File: src/hw/rtl/tfei_pkg.sv
// ============================================================================
// tfei_pkg
// Shared constants, result codes and control bundles of the triangle-free
// edge inserter.
// ============================================================================
package tfei_pkg;

    localparam int MAX_VERTICES_DEF = 256;
    localparam int MAX_DEGREE_DEF   = 64;

    localparam int VERTEX_W   = 8;
    localparam int VCOUNT_W   = 9;
    localparam int COUNT_W    = 14;
    localparam int STATUS_W   = 2;
    localparam int WORD_BITS  = 64;
    localparam int WORD_SEL_W = 6;

    localparam logic [VCOUNT_W-1:0] VCOUNT_RESET = 9'd256;

    typedef enum logic [STATUS_W-1:0] {
        STATUS_ADDED    = 2'd0,
        STATUS_CLOSED   = 2'd1,
        STATUS_OVERFLOW = 2'd2,
        STATUS_INVALID  = 2'd3
    } status_t;

    // open-pair memory request
    typedef struct packed {
        logic rd;      // read word holding the pair bit
        logic close;   // with rd: clear the bit in the following cycle
        logic clear;   // sweep write of all ones
    } pair_ctl_t;

    // degree / neighbor memory request
    typedef struct packed {
        logic deg_rd;
        logic deg_wr;
        logic nb_rd;
        logic nb_wr;
    } vtx_ctl_t;

endpackage

File: src/hw/rtl/tfei_ctrl.sv
// ============================================================================
// tfei_ctrl
// Item sequencer: reset sweep, pair and degree checks, neighbor-list walk
// feeding pair closes, list append, and the result register.
// ============================================================================
module tfei_ctrl #(
    parameter int MAX_VERTICES = tfei_pkg::MAX_VERTICES_DEF,
    parameter int MAX_DEGREE   = tfei_pkg::MAX_DEGREE_DEF,
    localparam int VW         = $clog2(MAX_VERTICES),
    localparam int KW         = $clog2(MAX_DEGREE),
    localparam int DEGW       = $clog2(MAX_DEGREE + 1),
    localparam int NAW        = VW + KW,
    localparam int PW         = $clog2(MAX_VERTICES * MAX_VERTICES),
    localparam int PXW        = (PW > tfei_pkg::WORD_SEL_W) ? PW : tfei_pkg::WORD_SEL_W,
    localparam int PAIR_WORDS = (MAX_VERTICES * MAX_VERTICES + tfei_pkg::WORD_BITS - 1)
                                / tfei_pkg::WORD_BITS,
    localparam int WAW        = (PAIR_WORDS > 1) ? $clog2(PAIR_WORDS) : 1
) (
    input  logic                          clk,
    input  logic                          rst_n,
    input  logic                          in_valid,
    output logic                          in_ready,
    input  logic [tfei_pkg::VERTEX_W-1:0] in_u,
    input  logic [tfei_pkg::VERTEX_W-1:0] in_v,
    input  logic [tfei_pkg::VCOUNT_W-1:0] vertex_count,
    output logic                          out_valid,
    input  logic                          out_ready,
    output tfei_pkg::status_t             out_status,
    output logic [tfei_pkg::COUNT_W-1:0]  out_count,
    output tfei_pkg::pair_ctl_t           pair_ctl,
    output logic [PXW-1:0]                pair_idx,
    output logic [WAW-1:0]                pair_clr_addr,
    input  logic                          pair_open,
    output tfei_pkg::vtx_ctl_t            vtx_ctl,
    output logic [VW-1:0]                 deg_rd_addr,
    output logic [VW-1:0]                 deg_wr_addr,
    output logic [DEGW-1:0]               deg_wr_data,
    input  logic [DEGW-1:0]               deg_rdata,
    output logic [NAW-1:0]                nb_rd_addr,
    output logic [NAW-1:0]                nb_wr_addr,
    output logic [VW-1:0]                 nb_wr_data,
    input  logic [VW-1:0]                 nb_rdata
);

    localparam int CW        = tfei_pkg::COUNT_W;
    localparam int CLR_DEPTH = (PAIR_WORDS > MAX_VERTICES) ? PAIR_WORDS : MAX_VERTICES;
    localparam int CLRW      = $clog2(CLR_DEPTH);

    typedef enum logic [3:0] {
        S_CLEAR,
        S_IDLE,
        S_CHK_PAIR,
        S_CHK_DEG,
        S_WALK,
        S_DRAIN,
        S_APP_U,
        S_APP_V,
        S_DONE
    } state_t;

    state_t            state_reg, state_next;
    logic [CLRW-1:0]   clr_reg, clr_next;
    logic [VW-1:0]     u_reg, u_next;
    logic [VW-1:0]     v_reg, v_next;
    logic [DEGW-1:0]   degu_reg, degu_next;
    logic [DEGW-1:0]   degv_reg, degv_next;
    logic [KW-1:0]     k_reg, k_next;
    logic              phase_reg, phase_next;
    logic              b_valid_reg, b_valid_next;
    logic [VW-1:0]     b_other_reg, b_other_next;
    tfei_pkg::status_t status_reg, status_next;
    logic [CW-1:0]     edges_reg, edges_next;
    logic              out_valid_reg, out_valid_next;
    tfei_pkg::status_t out_status_reg, out_status_next;
    logic [CW-1:0]     out_count_reg, out_count_next;

    logic              bad_pair;
    logic [VW-1:0]     cur_x;
    logic [DEGW-1:0]   cur_d;
    logic [VW-1:0]     pair_a;
    logic [VW-1:0]     pair_b;
    logic [VW-1:0]     pair_lo;
    logic [VW-1:0]     pair_hi;

    assign bad_pair = (in_u == in_v)
                   || (tfei_pkg::VCOUNT_W'(in_u) >= vertex_count)
                   || (tfei_pkg::VCOUNT_W'(in_v) >= vertex_count)
                   || (32'(in_u) >= MAX_VERTICES)
                   || (32'(in_v) >= MAX_VERTICES);

    assign cur_x = phase_reg ? v_reg : u_reg;
    assign cur_d = phase_reg ? degv_reg : degu_reg;

    assign pair_lo  = (pair_a < pair_b) ? pair_a : pair_b;
    assign pair_hi  = (pair_a < pair_b) ? pair_b : pair_a;
    assign pair_idx = PXW'(pair_lo) * PXW'(MAX_VERTICES) + PXW'(pair_hi);

    assign pair_clr_addr = WAW'(clr_reg);
    assign in_ready      = (state_reg == S_IDLE);
    assign out_valid     = out_valid_reg;
    assign out_status    = out_status_reg;
    assign out_count     = out_count_reg;

    always_comb
    begin
        state_next      = state_reg;
        clr_next        = clr_reg;
        u_next          = u_reg;
        v_next          = v_reg;
        degu_next       = degu_reg;
        degv_next       = degv_reg;
        k_next          = k_reg;
        phase_next      = phase_reg;
        b_valid_next    = 1'b0;
        b_other_next    = b_other_reg;
        status_next     = status_reg;
        edges_next      = edges_reg;
        out_valid_next  = out_valid_reg;
        out_status_next = out_status_reg;
        out_count_next  = out_count_reg;

        pair_ctl    = '0;
        pair_a      = u_reg;
        pair_b      = v_reg;
        vtx_ctl     = '0;
        deg_rd_addr = u_reg;
        deg_wr_addr = u_reg;
        deg_wr_data = degu_reg + DEGW'(1);
        nb_rd_addr  = {cur_x, k_reg};
        nb_wr_addr  = {u_reg, degu_reg[KW-1:0]};
        nb_wr_data  = v_reg;

        // walk stage B: neighbor w of x is back, close (w, other) unless w is other
        if (b_valid_reg && (nb_rdata != b_other_reg))
        begin
            pair_ctl.rd    = 1'b1;
            pair_ctl.close = 1'b1;
            pair_a         = nb_rdata;
            pair_b         = b_other_reg;
        end

        if (out_valid_reg && out_ready)
        begin
            out_valid_next = 1'b0;
        end

        case (state_reg)
            S_CLEAR:
            begin
                pair_ctl.clear = (32'(clr_reg) < PAIR_WORDS);
                vtx_ctl.deg_wr = (32'(clr_reg) < MAX_VERTICES);
                deg_wr_addr    = VW'(clr_reg);
                deg_wr_data    = '0;
                if (clr_reg == CLRW'(CLR_DEPTH - 1))
                begin
                    state_next = S_IDLE;
                end
                else
                begin
                    clr_next = clr_reg + CLRW'(1);
                end
            end

            S_IDLE:
            begin
                if (in_valid)
                begin
                    u_next = VW'(in_u);
                    v_next = VW'(in_v);
                    if (bad_pair)
                    begin
                        status_next = tfei_pkg::STATUS_INVALID;
                        state_next  = S_DONE;
                    end
                    else
                    begin
                        pair_ctl.rd    = 1'b1;
                        pair_a         = VW'(in_u);
                        pair_b         = VW'(in_v);
                        vtx_ctl.deg_rd = 1'b1;
                        deg_rd_addr    = VW'(in_u);
                        state_next     = S_CHK_PAIR;
                    end
                end
            end

            S_CHK_PAIR:
            begin
                degu_next = deg_rdata;
                if (!pair_open)
                begin
                    status_next = tfei_pkg::STATUS_CLOSED;
                    state_next  = S_DONE;
                end
                else
                begin
                    vtx_ctl.deg_rd = 1'b1;
                    deg_rd_addr    = v_reg;
                    state_next     = S_CHK_DEG;
                end
            end

            S_CHK_DEG:
            begin
                degv_next = deg_rdata;
                if ((degu_reg >= DEGW'(MAX_DEGREE)) || (deg_rdata >= DEGW'(MAX_DEGREE)))
                begin
                    status_next = tfei_pkg::STATUS_OVERFLOW;
                    state_next  = S_DONE;
                end
                else
                begin
                    k_next     = '0;
                    phase_next = 1'b0;
                    state_next = S_WALK;
                end
            end

            // stage A: fetch one list entry per cycle, u's list then v's
            S_WALK:
            begin
                if (DEGW'(k_reg) < cur_d)
                begin
                    vtx_ctl.nb_rd = 1'b1;
                    k_next        = k_reg + KW'(1);
                    b_valid_next  = 1'b1;
                    b_other_next  = phase_reg ? u_reg : v_reg;
                end
                else if (!phase_reg)
                begin
                    phase_next = 1'b1;
                    k_next     = '0;
                end
                else
                begin
                    state_next = S_DRAIN;
                end
            end

            S_DRAIN:
            begin
                if (!b_valid_reg)
                begin
                    pair_ctl.rd    = 1'b1;
                    pair_ctl.close = 1'b1;
                    state_next     = S_APP_U;
                end
            end

            S_APP_U:
            begin
                vtx_ctl.nb_wr  = 1'b1;
                vtx_ctl.deg_wr = 1'b1;
                state_next     = S_APP_V;
            end

            S_APP_V:
            begin
                vtx_ctl.nb_wr  = 1'b1;
                vtx_ctl.deg_wr = 1'b1;
                nb_wr_addr     = {v_reg, degv_reg[KW-1:0]};
                nb_wr_data     = u_reg;
                deg_wr_addr    = v_reg;
                deg_wr_data    = degv_reg + DEGW'(1);
                edges_next     = edges_reg + CW'(1);
                status_next    = tfei_pkg::STATUS_ADDED;
                state_next     = S_DONE;
            end

            S_DONE:
            begin
                if (!out_valid_reg || out_ready)
                begin
                    out_valid_next  = 1'b1;
                    out_status_next = status_reg;
                    out_count_next  = edges_reg;
                    state_next      = S_IDLE;
                end
            end

            default:
            begin
                state_next = S_CLEAR;
            end
        endcase
    end

    always_ff @(posedge clk or negedge rst_n)
    begin
        if (!rst_n)
        begin
            state_reg      <= S_CLEAR;
            clr_reg        <= '0;
            u_reg          <= '0;
            v_reg          <= '0;
            degu_reg       <= '0;
            degv_reg       <= '0;
            k_reg          <= '0;
            phase_reg      <= 1'b0;
            b_valid_reg    <= 1'b0;
            b_other_reg    <= '0;
            status_reg     <= tfei_pkg::STATUS_ADDED;
            edges_reg      <= '0;
            out_valid_reg  <= 1'b0;
            out_status_reg <= tfei_pkg::STATUS_ADDED;
            out_count_reg  <= '0;
        end
        else
        begin
            state_reg      <= state_next;
            clr_reg        <= clr_next;
            u_reg          <= u_next;
            v_reg          <= v_next;
            degu_reg       <= degu_next;
            degv_reg       <= degv_next;
            k_reg          <= k_next;
            phase_reg      <= phase_next;
            b_valid_reg    <= b_valid_next;
            b_other_reg    <= b_other_next;
            status_reg     <= status_next;
            edges_reg      <= edges_next;
            out_valid_reg  <= out_valid_next;
            out_status_reg <= out_status_next;
            out_count_reg  <= out_count_next;
        end
    end

`ifndef SYNTH
    a_walk_degrees_in_range: assert property (@(posedge clk) disable iff (!rst_n)
        (state_reg == S_WALK) |->
            ((degu_reg < DEGW'(MAX_DEGREE)) && (degv_reg < DEGW'(MAX_DEGREE))))
        else $error("ctrl: walking a full neighbor list");

    a_idle_pipe_empty: assert property (@(posedge clk) disable iff (!rst_n)
        in_ready |-> !b_valid_reg)
        else $error("ctrl: item taken with a close still in flight");

    a_edges_only_on_add: assert property (@(posedge clk) disable iff (!rst_n)
        (edges_reg != $past(edges_reg)) |-> ($past(state_reg) == S_APP_V))
        else $error("ctrl: edge counter moved outside an add");
`endif

endmodule

File: config.mk
export PLATFORM = sky130hd
export DESIGN_NAME = tfei_ctrl
export DESIGN_NICKNAME = d
export VERILOG_FILES = /design/src/hw/rtl/tfei_pkg.sv /design/src/hw/rtl/tfei_ctrl.sv
export SDC_FILE = /design/constraint.sdc
export NUM_CORES = 1
export LEC_CHECK = 0
export ABC_AREA = 1
export BUFFER_PORTS_ARGS = -buffer_cell sky130_fd_sc_hd__buf_2
export CAP_MARGIN = 20
export CORE_MARGIN = 1.5
export CORE_UTILIZATION = 30
export DETAILED_ROUTE_END_ITERATION = 12
export GPL_TIMING_DRIVEN = 0
export PLACE_DENSITY = 0.52
export RECOVER_POWER = 50
export SLEW_MARGIN = 20
export SYNTH_ARGS = -nofsm -noshare
export SYNTH_HDL_FRONTEND = slang
export SYNTH_SLANG_ARGS = --single-unit
File: constraint.sdc
create_clock -name clk -period 8.4 [get_ports clk]
set_clock_uncertainty 0.1 [all_clocks]
set_input_delay 1.68 -clock clk [delete_from_list [all_inputs] [get_ports clk]]
set_output_delay 1.68 -clock clk [all_outputs]
set_load 0.02 [all_outputs]
==> flow_summary.toml, run 1 <==
[run_status]
status = "complete, but fails checks"
failed_checks = "max-capacitance violations, max-slew violations"

[detailed_routing]
vias_per_cell = 4.815
drc = 0
vias = 6385
wl_per_cell_um = 15.97
ant_nets = 0
first_pass_iters = 5
drt-total-wl_um = 21170
drt_iter0_drc = 449

[logic_synthesis]
ys_seq_area_share_pct = 36.50
async_flop_share_pct = 100.0
postSynthCellCount = 880
syn_nets = 957
synth.area.top_cells = "dfrtp_1 (36%), nand2_1 (14%), o21ai_0 (9.0%)"
syn_area_per_cell_um2 = 7.246
synth_edf_count = 0
ys.flop_type = "dfrtp_1"
netlist_area_um2 = 6376
synth_top_area_cell = "dfrtp_1"
synth-seq-cells = 93
ys_types = 44
synth_top_cell_area_share_pct = 36.50
synth_warnings = 0

[timing]
fin_tns_setup_ns = 0
slew_viol_final = 74
setup_viol = 0
worst_slew_pin_slew_ns = 4.023
relSlewSlack_pct = -168.2
finalCriticalPeriod_ns = 7.709
fmax_ghz = 0.1297
period_share_pct = 91.77
finalHoldViolCount = 0
rsz0062_at_grt = "no"

[die]
dieArea_um2 = 22140
core_um2 = 20960
start_util_pct = 30.43
die_h_um = 148.8
placementRows = 53
die_width_um = 148.8
ios = 155

[cts]
numCtsBuffers = 9
cts_root_buffer = "clkbuf_16"
path_clk_slew_ns = 0.07
cts_setup_buffers = 0
cts_resized = 0
clock-sinks = 93
clk_latency_ns = 0.35
cts_max_path_buffers = 2
cts_tree = "yes"
htree_levels = 3
cts_hold_buf = 0

[critical_path]
cp-start-kind = "primary input"
cp.required_ns = 6.62
worst-setup-path-type = "in2out"
worstSetupEndpointType = "primary output"
crit_fanout = 10
critical_path.slowest_cell = "a211oi_1"
cp_common_cell = "nand2_1"
arrival_ns = 5.93
critPathMaxStageDelay_ns = 0.84
worstPathCellList = "buf_2 -> ha_1 -> nand2_1 -> inv_1 -> nand2_1 -> nand2_1 -> nand2_1 -> nand3_1 -> nor2_2 -> nand2_1 -> nor2_2 -> inv_1 -> or2_1 -> o22ai_1 -> inv_1 -> ha_1 -> nand2_1 -> nor2_1 -> a211oi_1 -> clkbuf_1 -> nand3_1 -> nand2_1 -> buf_2"

[place]
dp_cells = 1310
place.gp.congestion = 0.8681
dpl.hpwl_um = 16850
place.port_buffers = 154

[worst_hold_path]
hold_class = "reg2reg"

[layout]
areaGrowthSynthToFinish_pct = 21.66
fillers = 2324
instances_no_fill = 1326
diodes = 0
drive_above_1_share_pct = 18.74
ff_latch_area_um2 = 2327
multiInputGateArea_um2 = 3416
num-nets-final = 1123

[job]
cap_violations = 1

[global_route]
antenna_found_initial = 0
grt_max_degree = 74
overflow = 0
grt_pass1_wl_um = 32800
grt_pass1_vias = 5890
grt_usage_pct = 19.35

[power]
powerDensity_nw_per_um2 = 440.0
p_leak_nw = 4.079
peakVddDrop_v = 0.0001920
==> Yosys cell counts (all sizes together) (2+ instances only) <==
cell      n
o22ai     5
ha       32
xnor2     8
nor3     10
clkbuf   18
nand3    38
o211ai   15
a211oi    4
nand2   236
or2       7
a21oi    14
nor2     63
o21ai   118
a22oi     2
nand4    11
o221ai    9
mux2     10
xor2     27
mux2i     6
dfrtp    93
inv     131
a31oi     4
buf       9
==> per-stage QoR <==
step	hold slack (ns)	util (%)	setup slack, ns	power (mW)	cell area, um2
6_report	0.3648	37.02	0.6912	3.414	7757
4_1_cts	0.3721	37.29	0.7101	3.438	7815
3_3_place_gp	0.3575	35.75	0.7670	3.001	7491
5_1_grt	0.3972	37.02	0.2991	3.712	7757
3_5_place_dp	0.3573	35.91	0.7237	3.022	7525
2_1_floorplan	0.3378	-	1.671	2.247	6376
==> where the power goes <==
group | switching [mW] | leakage, nW | internal, mW
combinational | 1.54 | 2.74 | 0.715
clock | 0.193 | 0.146 | 0.214
sequential | 0.152 | 1.20 | 0.598
total | 1.89 | 4.08 | 1.53
==> worst paths after layout <==
check	startpoint	to	slack, ns	depth (start not counted)
worst min register to register	edges_reg[13]	edges_reg[13]	0.36	1
min in group asynchronous	rst_n	out_count[13]	1.44	1
worst max register to register	phase_reg	k_reg[2]	4.85	15
worst max-delay path	in_v[4]	pair_idx[5]	0.69	23
max in group asynchronous	rst_n	u_reg[5]	2.36	2
worst min-delay path	edges_reg[13]	edges_reg[13]	0.36	1
==> worst max-delay path, delay by kind of cell <==
kind	cells	cell delay, ns
adders and majority gates	2	0.66
and+or+nand+nor	13	1.52
buffers and inverters	6	1.09
AOI/OAI and AO/OA	2	0.96
==> area by class of cell <==
cell class	count	share of cell area (%)
Multi-Input combinational cell	628	44.03
Sequential cell	93	30.00
Timing Repair Buffer	155	9.887
Inverter	132	6.387
Tap cell	275	4.435
Clock buffer	10	3.081
Buffer	27	1.516
Clock inverter	6	0.6613
==> placed cells by master (no fill, tap or decap), drive strengths merged, types with 5 or more instances in the layout <==
cell type	count
nor2	63
buf	156
nand3	38
xor2	27
a21oi	14
mux2i	6
or2	7
nand4	11
dfrtp	93
clkbuf	36
nor3	10
o22ai	5
xnor2	8
mux2	10
o21ai	118
inv	135
ha	32
o211ai	15
nand2	236
o221ai	9
==> routing by layer <==
layer	routed length, um	part of all wire (%)	GRT usage, %
met2	9409	44	29.91
met4	273	1.3	4.752
met3	1245	5.9	3.242
met1	10240	48	28.04
met5	0	0	0
==> logic make-up after synthesis <==
logic type,synth area share (%)
xor gates and xnor gates,4.808
AOI/OAI and AO/OA,15.68
and+or+nand+nor,24.41
buffers and inverters,9.615
adders and majority gates,6.279
DFF,36.50
muxes,2.708
Note: power is estimated with default switching activity, not from simulation.
==> inputs of run 2 (changes only) <==
PLACE_DENSITY = 0.54   (was 0.52)
REMOVE_ABC_BUFFERS = 1   (was unset)
clock period = 7.01 ns   (was 8.4 ns; I/O delays follow)
==> flow_summary.toml, run 2 (synthesized netlist as in run 1, its figures left out) <==
[run_status]
status = "complete, but fails checks"
failed_checks = "max-capacitance violations, max-slew violations"

[detailed_routing]
wl_per_cell_um = 15.20
vias_per_cell = 4.777
drc = 0
first_pass_iters = 5
ant_nets = 0
drt_iter0_drc = 413
vias = 6220
drt-total-wl_um = 19790

[die]
placementRows = 53
die_width_um = 148.8
dieArea_um2 = 22140
die_h_um = 148.8
start_util_pct = 30.43
ios = 155
core_um2 = 20960

[global_route]
grt_max_degree = 59
antenna_found_initial = 1
grt_pass1_wl_um = 30300
grt_pass1_vias = 5435
grt_usage_pct = 17.97
overflow = 0

[critical_path]
cp.required_ns = 5.51
worst-setup-path-type = "in2out"
arrival_ns = 5.14
worstSetupEndpointType = "primary output"
cp-start-kind = "primary input"
crit_fanout = 12

[power]
p_leak_nw = 3.988
peakVddDrop_v = 0.0001775
powerDensity_nw_per_um2 = 530.1

[cts]
clock-sinks = 93
cts_tree = "yes"
htree_levels = 3
clk_latency_ns = 0.35
cts_max_path_buffers = 2
cts_root_buffer = "clkbuf_16"
path_clk_slew_ns = 0.06
numCtsBuffers = 9

[timing]
finalHoldViolCount = 0
finalCriticalPeriod_ns = 6.647
setup_viol = 0
worst_slew_pin_slew_ns = 3.278
fmax_ghz = 0.1505
fin_tns_setup_ns = 0
relSlewSlack_pct = -118.6
rsz0062_at_grt = "no"
slew_viol_final = 96
period_share_pct = 94.82

[layout]
areaGrowthSynthToFinish_pct = 21.08
drive_above_1_share_pct = 18.13
num-nets-final = 1098
final_util_pct = 36.84
final_cell_area_um2 = 7720
final_common_cell = "nand2_1"
final_cell_mix = "nand2_1 (233), buf_2 (135), inv_1 (128)"

[place]
dpl.hpwl_um = 15030
placed_area_um2 = 7441
place.port_buffers = 154
place.gp.congestion = 0.8018

[worst_hold_path]
hold_class = "reg2reg"

[job]
cap_violations = 2
## run 2: stage by stage
| stage | total power [mW] | instances | setup WS [ns] | hold WS, ns |
|---|---|---|---|---|
| after detailed placement | 3.556 | 1285 | 0.06734 | 0.3571 |
| after global placement | 3.504 | 1282 | -0.9885 | 0.3527 |
| final | 4.092 | 1302 | 0.3634 | 0.3733 |
| after CTS | 4.112 | 1301 | 0.06327 | 0.3749 |
| after global routing | 4.434 | 1302 | 0.07424 | 0.3915 |
| after floorplan | 2.639 | 853 | 0.4339 | 0.3378 |
## run 2: path summary, 6_finish.rpt
kind | slack, ns | to | from | cells after the start
worst max-delay path | 0.36 | pair_idx[11] | in_v[2] | 23
worst min-delay path | 0.37 | edges_reg[4] | edges_reg[4] | 1
worst max register to register | 3.85 | pair_clr_addr[9] | state_reg[3] | 9
worst min register to register | 0.37 | edges_reg[4] | edges_reg[4] | 1
max in group asynchronous | 1.42 | state_reg[0] | rst_n | 2
min in group asynchronous | 1.48 | out_count[6] | rst_n | 1
## run 2: cell type report
cell class | count | area (um2)
Antenna cell | 1 | 2.502
Clock buffer | 9 | 225.2
Clock inverter | 7 | 98.84
Fill cell | 2254 | 13240
Inverter | 132 | 499.2
Multi-Input combinational cell | 628 | 3443
Sequential cell | 93 | 2328
Tap cell | 275 | 344.1
Timing Repair Buffer | 157 | 778.2
## run 2: critical path, cell delays in order
cell      delay (ns)
buf_2           0.15
ha_1            0.32
nand2_1         0.07
nand2_1         0.05
nand2_1         0.05
nand2_1         0.05
nand2_1         0.05
nand3_1         0.07
nor2_2          0.28
nand2_1         0.11
nor2_2          0.31
inv_1           0.25
or2_1           0.28
o22ai_1         0.14
inv_1           0.13
ha_1            0.37
nand2_1         0.10
nor2_1          0.07
a211oi_4        0.31
buf_4           0.25
nand3_1         0.10
nand2_1         0.08
buf_2           0.16
## run 2: what timing repair did
item | in CTS | in global routing
setup buffers | 0 | 0
resized for setup | 0 | 4
hold buffers | 0 | 0
setup endpoints to repair | 0 | 16
## run 2: metal layers
layer / up-vias / part of all wire, % / GRT usage, %
li1: 3158 / - / -
met1: 2878 / 49 / 26.11
met2: 167 / 45 / 27.93
met3: 17 / 4.3 / 1.804
met4: 0 / 1.5 / 5.891
met5: - / 0 / 0
## run 2: power breakdown
group	leakage [nW]	internal, mW	switching, mW	total (mW)
clock	0.156	0.315	0.228	0.543
sequential	1.20	0.717	0.185	0.902
combinational	2.64	0.849	1.80	2.65
total	3.99	1.88	2.21	4.09
